==> src/sv/xmcr_pkg.sv <==
package xmcr_pkg;

	localparam int MAX_PACKET_DEF = 1024;

	localparam logic [7:0] CH_SOH  = 8'h01;
	localparam logic [7:0] CH_STX  = 8'h02;
	localparam logic [7:0] CH_EOT  = 8'h04;
	localparam logic [7:0] CH_ACK  = 8'h06;
	localparam logic [7:0] CH_NAK  = 8'h15;
	localparam logic [7:0] CH_CAN  = 8'h18;
	localparam logic [7:0] CH_POLL = 8'h43;

	localparam logic [1:0] ACT_START = 2'd0;
	localparam logic [1:0] ACT_BYTE  = 2'd1;
	localparam logic [1:0] ACT_TMO   = 2'd2;
	localparam logic [1:0] ACT_STORE = 2'd3;

	localparam logic [2:0] ST_OK      = 3'd0;
	localparam logic [2:0] ST_TIMEOUT = 3'd1;
	localparam logic [2:0] ST_CANCEL  = 3'd2;
	localparam logic [2:0] ST_SYNC    = 3'd3;
	localparam logic [2:0] ST_RETRY   = 3'd4;
	localparam logic [2:0] ST_STORE   = 3'd5;

	localparam int CFG_LONG_SIZE = 0;
	localparam int CFG_RETRIES   = 1;

	typedef struct packed {
		logic [1:0]  action;
		logic [7:0]  rx_byte;
		logic        store_failed;
	} in_item_t;

	typedef struct packed {
		logic        send_valid;
		logic [7:0]  send_byte;
		logic        data_valid;
		logic [7:0]  data_byte;
		logic [9:0]  data_index;
		logic        packet_ready;
		logic [10:0] packet_length;
		logic        done_res;
		logic [2:0]  status;
		logic        last;
	} res_t;

	// compact job handed from the engine to the result expander
	typedef struct packed {
		logic [2:0]  n;        // number of results, 1..4
		logic [1:0]  kind;
		logic [7:0]  b0;       // first byte to send or data byte
		logic [9:0]  idx;
		logic [10:0] plen;
		logic        poll;     // a poll 'C' is sent, alone or trailing an ACK/NAK
		logic [2:0]  status;
	} job_t;

	localparam logic [1:0] K_SEND  = 2'd0; // n sends: b0 once or thrice (CAN triple), or b0 then a poll or three CANs
	localparam logic [1:0] K_DATA  = 2'd1;
	localparam logic [1:0] K_READY = 2'd2;
	localparam logic [1:0] K_TMO   = 2'd3;

	function automatic logic [15:0] crc_byte(input logic [15:0] crc, input logic [7:0] b);
		logic [15:0] c;
		c = crc ^ {b, 8'h00};
		for (int k = 0; k < 8; k++)
			c = c[15] ? ((c << 1) ^ 16'h1021) : (c << 1);
		return c;
	endfunction

endpackage

==> src/sv/xmcr_if.sv <==
interface xmcr_if #(parameter int W = 8);
	logic         valid;
	logic         ready;
	logic [W-1:0] payload;
	modport source (output valid, output payload, input ready);
	modport sink   (input valid, input payload, output ready);
endinterface

==> src/sv/xmcr_engine.sv <==
module xmcr_engine import xmcr_pkg::*; #(
	parameter int MAX_PACKET = MAX_PACKET_DEF
) (
	input  logic        clk,
	input  logic        arst_n,
	input  logic        cfg_we,
	input  logic        cfg_index,
	input  logic [10:0] cfg_data,
	input  logic        in_valid,
	output logic        in_ready,
	input  in_item_t    in_item,
	output logic        job_valid,
	input  logic        job_ready,
	output job_t        job
);
	localparam logic [3:0] PH_IDLE = 4'd0, PH_SYNC = 4'd1, PH_CANWAIT = 4'd2,
		PH_BLKNO = 4'd3, PH_BLKCMP = 4'd4, PH_DATA = 4'd5, PH_CRCHI = 4'd6,
		PH_CRCLO = 4'd7, PH_CRCLO_BAD = 4'd8, PH_FLUSH = 4'd9, PH_STORE = 4'd10;
	localparam logic [10:0] MAXP = 11'(MAX_PACKET);

	logic [10:0] long_q;
	logic [3:0]  retries_q;
	logic [3:0]  phase_q, phase_d;
	logic [4:0]  retry_q, retry_d;
	logic [7:0]  exp_q, exp_d, rblk_q, rblk_d;
	logic [10:0] psize_q, psize_d, cnt_q, cnt_d;
	logic [15:0] crc_q, crc_d;
	logic        emit;
	job_t        j;
	logic        take;

	// a job slot: the output queue absorbs it, so stall only when it is full
	assign in_ready = !job_valid || job_ready;
	assign take = in_valid && in_ready;

	always_ff @(posedge clk or negedge arst_n) begin
		if (!arst_n) begin
			long_q <= 11'd250;
			retries_q <= 4'd10;
		end else if (cfg_we) begin
			if (cfg_index == 1'(CFG_LONG_SIZE)) long_q <= cfg_data;
			else retries_q <= cfg_data[3:0];
		end
	end

	always_comb begin
		logic [10:0] ls;
		logic [5:0]  lim;
		logic [4:0]  rc;
		logic        c;
		logic [7:0]  b;
		phase_d = phase_q; retry_d = retry_q; exp_d = exp_q; rblk_d = rblk_q;
		psize_d = psize_q; cnt_d = cnt_q; crc_d = crc_q;
		emit = 1'b0;
		j = '0;
		b = in_item.rx_byte;
		ls = (long_q < 11'd128) ? 11'd128 : ((long_q > MAXP) ? MAXP : long_q);
		c = 1'b0; // request poll step
		rc = retry_q;
		lim = '0;
		case (in_item.action)
			ACT_START: begin
				rc = '0; exp_d = 8'd1; rblk_d = '0; psize_d = '0; cnt_d = '0; crc_d = '0;
				c = 1'b1;
			end
			ACT_STORE: begin
				if (phase_q == PH_STORE) begin
					if (in_item.store_failed) begin
						emit = 1'b1; j.n = 3'd3; j.b0 = CH_CAN; j.status = ST_STORE;
						phase_d = PH_IDLE;
					end else begin
						if (rblk_q == exp_q) exp_d = exp_q + 8'd1;
						emit = 1'b1; j.n = 3'd1; j.b0 = CH_ACK;
						rc = '0; c = 1'b1;
					end
				end
			end
			default: begin
				case (phase_q)
					PH_SYNC: begin
						if (in_item.action != ACT_BYTE) c = 1'b1;
						else if (b == CH_SOH || b == CH_STX) begin
							psize_d = (b == CH_SOH) ? 11'd128 : ls;
							phase_d = PH_BLKNO;
						end else if (b == CH_EOT) begin
							emit = 1'b1; j.n = 3'd1; j.b0 = CH_ACK; j.status = ST_OK;
							j.kind = K_SEND; j.plen = 11'd1; phase_d = PH_IDLE;
						end else if (b == CH_CAN) phase_d = PH_CANWAIT;
						else c = 1'b1;
					end
					PH_CANWAIT: begin
						if (in_item.action == ACT_BYTE && b == CH_CAN) begin
							emit = 1'b1; j.n = 3'd1; j.b0 = CH_ACK; j.status = ST_CANCEL;
							j.plen = 11'd1; phase_d = PH_IDLE;
						end else c = 1'b1;
					end
					PH_IDLE, PH_STORE: ;
					PH_FLUSH: begin
						cnt_d = cnt_q + 11'd1;
						if ({1'b0, cnt_d} >= {1'b0, psize_q} + 12'd2) begin
							rc = retry_q + 5'd1;
							if ({1'b0, rc} > {2'b0, retries_q}) begin
								emit = 1'b1; j.n = 3'd3; j.b0 = CH_CAN; j.status = ST_RETRY;
								phase_d = PH_IDLE;
							end else begin
								emit = 1'b1; j.n = 3'd1; j.b0 = CH_NAK; c = 1'b1;
							end
						end
					end
					default: begin
						if (in_item.action != ACT_BYTE) begin
							emit = 1'b1; j.n = 3'd1; j.kind = K_TMO; j.status = ST_TIMEOUT;
							phase_d = PH_IDLE;
						end else begin
							case (phase_q)
								PH_BLKNO: begin rblk_d = b; phase_d = PH_BLKCMP; end
								PH_BLKCMP: begin
									cnt_d = '0; crc_d = '0;
									if (rblk_q != ~b || (rblk_q != exp_q && rblk_q != exp_q - 8'd1))
										phase_d = PH_FLUSH;
									else phase_d = PH_DATA;
								end
								PH_DATA: begin
									crc_d = crc_byte(crc_q, b);
									emit = 1'b1; j.n = 3'd1; j.kind = K_DATA; j.b0 = b;
									j.idx = cnt_q[9:0];
									cnt_d = cnt_q + 11'd1;
									if (cnt_d >= psize_q) phase_d = PH_CRCHI;
								end
								PH_CRCHI: phase_d = (b == crc_q[15:8]) ? PH_CRCLO : PH_CRCLO_BAD;
								default: begin
									if (phase_q == PH_CRCLO && b == crc_q[7:0]) begin
										emit = 1'b1; j.n = 3'd1; j.kind = K_READY;
										j.plen = psize_q; phase_d = PH_STORE;
									end else begin
										rc = retry_q + 5'd1;
										if ({1'b0, rc} > {2'b0, retries_q}) begin
											emit = 1'b1; j.n = 3'd3; j.b0 = CH_CAN;
											j.status = ST_RETRY; phase_d = PH_IDLE;
										end else begin
											emit = 1'b1; j.n = 3'd1; j.b0 = CH_NAK; c = 1'b1;
										end
									end
								end
							endcase
						end
					end
				endcase
			end
		endcase
		// poll step, possibly after an ACK or NAK already queued (j.n = 1)
		if (c) begin
			lim = (psize_d == '0) ? {1'b0, retries_q, 1'b0} : {2'b0, retries_q};
			rc = rc + 5'd1;
			if ({1'b0, rc} > lim) begin
				j.n = emit ? 3'd4 : 3'd3;
				j.poll = 1'b0; j.status = ST_SYNC; j.plen = 11'd1;
				if (!emit) j.b0 = CH_CAN;
				j.kind = K_SEND; emit = 1'b1; phase_d = PH_IDLE;
			end else begin
				phase_d = PH_SYNC;
				if (psize_d == '0) begin
					j.poll = 1'b1;
					if (emit) j.n = 3'd2;
					else begin j.n = 3'd1; j.b0 = CH_POLL; end
					emit = 1'b1;
				end
			end
		end
		// plen on send jobs flags that the final result ends the session
		if (j.kind == K_SEND && (j.n == 3'd3 && j.b0 == CH_CAN)) j.plen = 11'd1;
		retry_d = rc;
	end

	always_ff @(posedge clk or negedge arst_n) begin
		if (!arst_n) begin
			phase_q <= PH_IDLE; retry_q <= '0; exp_q <= 8'd1; rblk_q <= '0;
			psize_q <= '0; cnt_q <= '0; crc_q <= '0; job_valid <= 1'b0;
		end else begin
			if (take && emit) job_valid <= 1'b1;
			else if (job_ready) job_valid <= 1'b0;
			if (take) begin
				phase_q <= phase_d; retry_q <= retry_d; exp_q <= exp_d;
				rblk_q <= rblk_d; psize_q <= psize_d; cnt_q <= cnt_d; crc_q <= crc_d;
			end
		end
	end

	always_ff @(posedge clk) if (take && emit) job <= j;
endmodule

==> src/sv/xmcr_expander.sv <==
module xmcr_expander import xmcr_pkg::*; (
	input  logic clk,
	input  logic arst_n,
	input  logic job_valid,
	output logic job_ready,
	input  job_t job,
	output logic res_valid,
	input  logic res_ready,
	output res_t res
);
	logic [1:0] pos_q;
	logic       fin;

	assign res_valid = job_valid;
	assign fin = ({1'b0, pos_q} == job.n - 3'd1);
	assign job_ready = res_valid && res_ready && fin;

	always_comb begin
		res = '0;
		res.last = fin;
		case (job.kind)
			K_DATA: begin
				res.data_valid = 1'b1; res.data_byte = job.b0; res.data_index = job.idx;
			end
			K_READY: begin res.packet_ready = 1'b1; res.packet_length = job.plen; end
			K_TMO: begin res.done_res = 1'b1; res.status = job.status; end
			default: begin
				res.send_valid = 1'b1;
				// four: ack/nak then three cans; two: ack/nak then poll
				if (job.n == 3'd4) res.send_byte = (pos_q == 2'd0) ? job.b0 : CH_CAN;
				else if (job.n == 3'd2) res.send_byte = (pos_q == 2'd0) ? job.b0 : CH_POLL;
				else res.send_byte = job.b0;
				if (fin && job.plen[0]) begin
					res.done_res = 1'b1; res.status = job.status;
				end
			end
		endcase
	end

	always_ff @(posedge clk or negedge arst_n) begin
		if (!arst_n) pos_q <= '0;
		else if (res_valid && res_ready) pos_q <= fin ? 2'd0 : pos_q + 2'd1;
	end
endmodule

==> src/sv/xmodem_crc_receiver_unit.sv <==
// XMODEM-CRC receiver. Each accepted item (start, byte, timeout, store result) is
// classified combinationally by the engine, so items can be taken back to back; its
// one to four results then come out one per cycle while the output is ready, from a
// single-entry job queue, starting the cycle after the transfer. The input is held
// until the last result of the previous item is taken.
// The engine updates its state, with byte-wise CRC, once per accepted item.
module xmodem_crc_receiver_unit import xmcr_pkg::*; #(
	parameter int MAX_PACKET = MAX_PACKET_DEF
) (
	input  logic        clk,
	input  logic        arst_n,
	input  logic        cfg_we,
	input  logic        cfg_index,
	input  logic [10:0] cfg_data,
	xmcr_if.sink        in_ch,
	xmcr_if.source      out_ch
);
	logic job_valid, job_ready;
	job_t job;
	res_t res;

	xmcr_engine #(.MAX_PACKET(MAX_PACKET)) u_eng (
		.clk, .arst_n, .cfg_we, .cfg_index, .cfg_data,
		.in_valid(in_ch.valid), .in_ready(in_ch.ready), .in_item(in_ch.payload),
		.job_valid, .job_ready, .job
	);

	xmcr_expander u_exp (
		.clk, .arst_n, .job_valid, .job_ready, .job,
		.res_valid(out_ch.valid), .res_ready(out_ch.ready), .res
	);

	assign out_ch.payload = res;
endmodule

==> src/flat_wrapper.sv <==
// flat-port wrapper written by rule: the top's interface ports become plain ports
module xmodem_crc_receiver_unit_flat import xmcr_pkg::*;
#(
	parameter int MAX_PACKET = MAX_PACKET_DEF
)
  (clk, arst_n, cfg_we, cfg_index, cfg_data, in_ch_valid, in_ch_payload, in_ch_ready, out_ch_valid, out_ch_payload, out_ch_ready);
  xmcr_if #(.W(11)) in_ch_i ();
  xmcr_if #(.W(45)) out_ch_i ();
  input  logic clk;
  input  logic arst_n;
  input  logic cfg_we;
  input  logic cfg_index;
  input  logic [10:0] cfg_data;
  input wire logic [$bits(in_ch_i.valid)-1:0] in_ch_valid;
  input wire logic [$bits(in_ch_i.payload)-1:0] in_ch_payload;
  output wire logic [$bits(in_ch_i.ready)-1:0] in_ch_ready;
  output wire logic [$bits(out_ch_i.valid)-1:0] out_ch_valid;
  output wire logic [$bits(out_ch_i.payload)-1:0] out_ch_payload;
  input wire logic [$bits(out_ch_i.ready)-1:0] out_ch_ready;
  assign in_ch_i.valid = in_ch_valid;
  assign in_ch_i.payload = in_ch_payload;
  assign in_ch_ready = in_ch_i.ready;
  assign out_ch_valid = out_ch_i.valid;
  assign out_ch_payload = out_ch_i.payload;
  assign out_ch_i.ready = out_ch_ready;
  xmodem_crc_receiver_unit #(.MAX_PACKET(MAX_PACKET)) u_core (.clk(clk), .arst_n(arst_n), .cfg_we(cfg_we), .cfg_index(cfg_index), .cfg_data(cfg_data), .in_ch(in_ch_i), .out_ch(out_ch_i));
endmodule
==> config.mk <==
export PLATFORM = sky130hd
export DESIGN_NAME = xmodem_crc_receiver_unit_flat
export DESIGN_NICKNAME = d
export VERILOG_FILES = /design/src/sv/xmcr_pkg.sv /design/src/sv/xmcr_if.sv /design/src/sv/xmcr_engine.sv /design/src/sv/xmcr_expander.sv /design/src/sv/xmodem_crc_receiver_unit.sv /design/src/flat_wrapper.sv
export SDC_FILE = /design/constraint.sdc
export NUM_CORES = 1
export LEC_CHECK = 0
export BUFFER_PORTS_ARGS = -buffer_cell sky130_fd_sc_hd__buf_4
export CORE_UTILIZATION = 35
export CTS_BUF_LIST = sky130_fd_sc_hd__clkbuf_8
export DETAILED_ROUTE_END_ITERATION = 8
export HOLD_SLACK_MARGIN = 0.03
export PLACE_DENSITY = 0.65
export REMOVE_ABC_BUFFERS = 1
export SYNTH_ARGS = -nofsm -noshare
export SYNTH_HDL_FRONTEND = slang
export SYNTH_SLANG_ARGS = --single-unit
==> constraint.sdc <==
create_clock -name clk -period 6.19 [get_ports clk]
set_input_delay 0.619 -clock clk [delete_from_list [all_inputs] [get_ports clk]]
set_output_delay 0.619 -clock clk [all_outputs]
set_load 0.05 [all_outputs]
==> qor.yml <==
grt:
  overflow: 0
  grt_pass1_wl_mm: 34.6
  antenna_found_initial: 0
  grt_usage_pct: 18.3
  grt_max_degree: 42
  first_global_vias: 6507
final_layout:
  nFillCells: 2297
  nets: 1057
  final_common_cell: "nand2_1"
  diodes: 0
  drive_gt1_share_pct: 15.4
  fin_cells: 1311
  area_delta_synth_final_pct: 14.5
  final_cell_mix: "114 x nand2_1, 81 x buf_4, 72 x dfrtp_1"
  fin_util_pct: 41.3
detailed_routing:
  drc_errors: 0
  postRouteAntennaNets: 0
  drt_iter0_drc: 508
  wl_per_cell_um: 16.3
  wl_mm: 21.3
  vias: 6918
  via_per_inst: 5.28
  firstDrtPassIters: 5
clock_network:
  clk_latency_ns: 0.46
  htreeDepth: 4
  cts-root-buf: "clkbuf_8"
  cts_buffers: 17
  path_clk_slew_ns: 0.08
  cts_tree: "built"
  clock_path_buffers: 2
  cts_resized: 0
  postCtsHoldBufs: 0
  cts.sinks: 118
  cts_setup_buffers: 0
sta:
  slew_headroom_pct: 33.6
  finalSetupViolCount: 0
  fmaxAchievable_mhz: 178
  setup_ws_ns: 0.579
  drv_slew: 0
  skew_ns: 0.0122
  rsz0062_at_grt: "false"
  worstMarginPinSlew_ns: 0.993
  hold_violations: 0
  min_period_over_period_pct: 90.6
  fin_crit_ns: 5.61
power_and_ir_drop:
  peakVddDrop_v: 0.000164
  p_switching_mw: 1.39
  seq_power_share_pct: 35.7
  swShare_pct: 43.5
  power_density_nw_per_um2: 337
  clkPwrFrac_pct: 21.6
  power_leakage_nw: 4.03
  p_int_mw: 1.80
  power.total_mw: 3.19
  pwr-share-comb_pct: 42.7
die:
  row_count: 55
  die_w_um: 156
  start_util_pct: 36.1
  die_y_um: 156
  coreArea_um2: 22900
  die-area_um2: 24200
  pin_count: 75
worst_setup_path:
  path_cells: "ha_1 > nand3_1 > nor2_1 > and3_1 > xor2_1 > ha_1 > and3_1 > a221oi_1 > o21a_1 > o31ai_1 > and3_1 > a311o_1 > ha_1 > ha_1 > nor2b_1 > o21a_1 > o21ai_0 > nand2b_1 > a21oi_1 > a31oi_1 > o21ai_2 > a21oi_4 > buf_12"
  arrival_ns: 5.76
  crit_required_ns: 6.34
  crit_slowest_cell: "dfrtp_1"
  critical-path-top-delay-family: "compound AO/OA/AOI/OAI gates"
  worstPathMaxFanout: 38
  end_kind: "register"
  cp.buffers_inverters: 1
  crit_top_cell: "ha_1"
  max_stage_delay_ns: 0.46
  cp-start-kind: "register"
  path_class: "reg -> reg"
logic_synthesis:
  synth_top_area_share_pct: 21.8
  synthFlopType: "dfrtp_1"
  syn_avg_cell_area_um2: 8.84
  synth_area_leader_cell: "dfrtp_1"
  synthTopCellsByArea: "dfrtp_1 22%, edfxtp_1 13%, ha_1 6.7%"
  synth_seq_area_share_pct: 38.1
  synthArstFlopShare_pct: 68.6
  yosys_warnings: 0
  synth-seq-cells: 118
  synthesis.area_um2: 8270
  syn-instance-count: 935
  ys_types: 77
  synth_edf_count: 37
place:
  place_congestion: 0.920
  dp_hpwl_mm: 15.7
  dp_slack_ns: 0.581
  portBuffers: 74
  dp_cells: 1279
outcome:
  status: "complete, no violations"
min_path:
  min_path_type: "in -> async"
flow_run:
  max_cap_violations: 0
==> Yosys cell counts, drive strengths merged, types with 8 or more instances <==
library cell  count
xnor2            44
inv              46
nand2           114
edfxtp           37
o31ai            15
buf              13
and2             36
o211ai            8
a21oi            31
nor3             27
nand3b           10
nand4             9
ha               44
and3             21
nand2b           18
clkbuf           38
dfstp             9
mux2             15
nor2b            19
xor2             40
a31oi             8
a22o              8
o21ai            65
dfrtp            72
nand3            35
nor2             62
==> cells by family after synthesis <==
logic type	Yosys count	synth area share, %
simple gates	384	23.9
compound gates	186	15.0
flops	118	38.1
buf+inv	97	4.57
xor+xnor	84	8.90
fa+ha+maj	44	6.66
mux	22	2.89
==> state kept, by name, indices dropped and copies added, names as in the netlist, 5 cells and up <==
name	flops
u_core.u_eng.retry_q	5
u_core.u_eng.job	37
u_core.u_eng.exp_q	8
u_core.u_eng.long_q	11
u_core.u_eng.crc_q	16
u_core.u_eng.cnt_q	11
u_core.u_eng.psize_q	11
u_core.u_eng.rblk_q	8
==> path summary, 6_finish.rpt <==
| path | cells after the start | end | start | slack [ns] |
|---|---|---|---|---|
| worst max-delay path | 23 | u_core.u_eng.job[12] | u_core.u_eng.cnt_q[0] | 0.58 |
| worst min-delay path | 1 | u_core.u_eng.cnt_q[3] | arst_n | 0.15 |
| worst max register to register | 23 | u_core.u_eng.job[12] | u_core.u_eng.cnt_q[0] | 0.58 |
| worst min register to register | 2 | u_core.u_eng.crc_q[14] | u_core.u_eng.crc_q[14] | 0.51 |
| max in group asynchronous | 2 | u_core.u_eng.crc_q[5] | arst_n | 5.06 |
| min in group clk | 2 | u_core.u_eng.long_q[4] | cfg_data[4] | 0.39 |
==> per-stage QoR <==
| step | hold slack, ns | TNS, ns | cell area [um2] |
|---|---|---|---|
| after floorplan | 0.323 | -12.11 | 8060 |
| after global placement | 0.480 | 0 | 9090 |
| after detailed placement | 0.488 | 0 | 9090 |
| after CTS | 0.165 | 0 | 9470 |
| after global routing | 0.173 | 0 | 9470 |
| final | 0.149 | 0 | 9470 |
==> power groups by stage <==
stage          Clock [mW]  Sequential (mW)  Combinational, mW
2_1_floorplan           0             1.11              0.991
3_3_place_gp            0             1.15               1.33
5_1_grt             0.736             1.16               1.50
3_5_place_dp            0             1.15               1.35
4_1_cts             0.704             1.14               1.36
6_report            0.688             1.14               1.36
==> routing by layer <==
layer,global-route usage [%],vias up,routed length (um)
met2,27.6,203,9270
li1,-,3393,-
met1,26.0,3289,10500
met4,7.10,0,508
met3,3.11,33,1070
met5,0,-,0
==> layout make-up <==
class                   instances  area, um2  share of cell area [%]
repair buffers                 82        628                    6.63
inverters                      46        173                    1.82
flip-flops and latches        118       3150                    33.3
clock buffers                  17        234                    2.47
clock inverters                15        143                    1.51
well taps                     313        392                    4.14
multi-input cells             720       4750                    50.2
(Power assumes the default switching activity.)
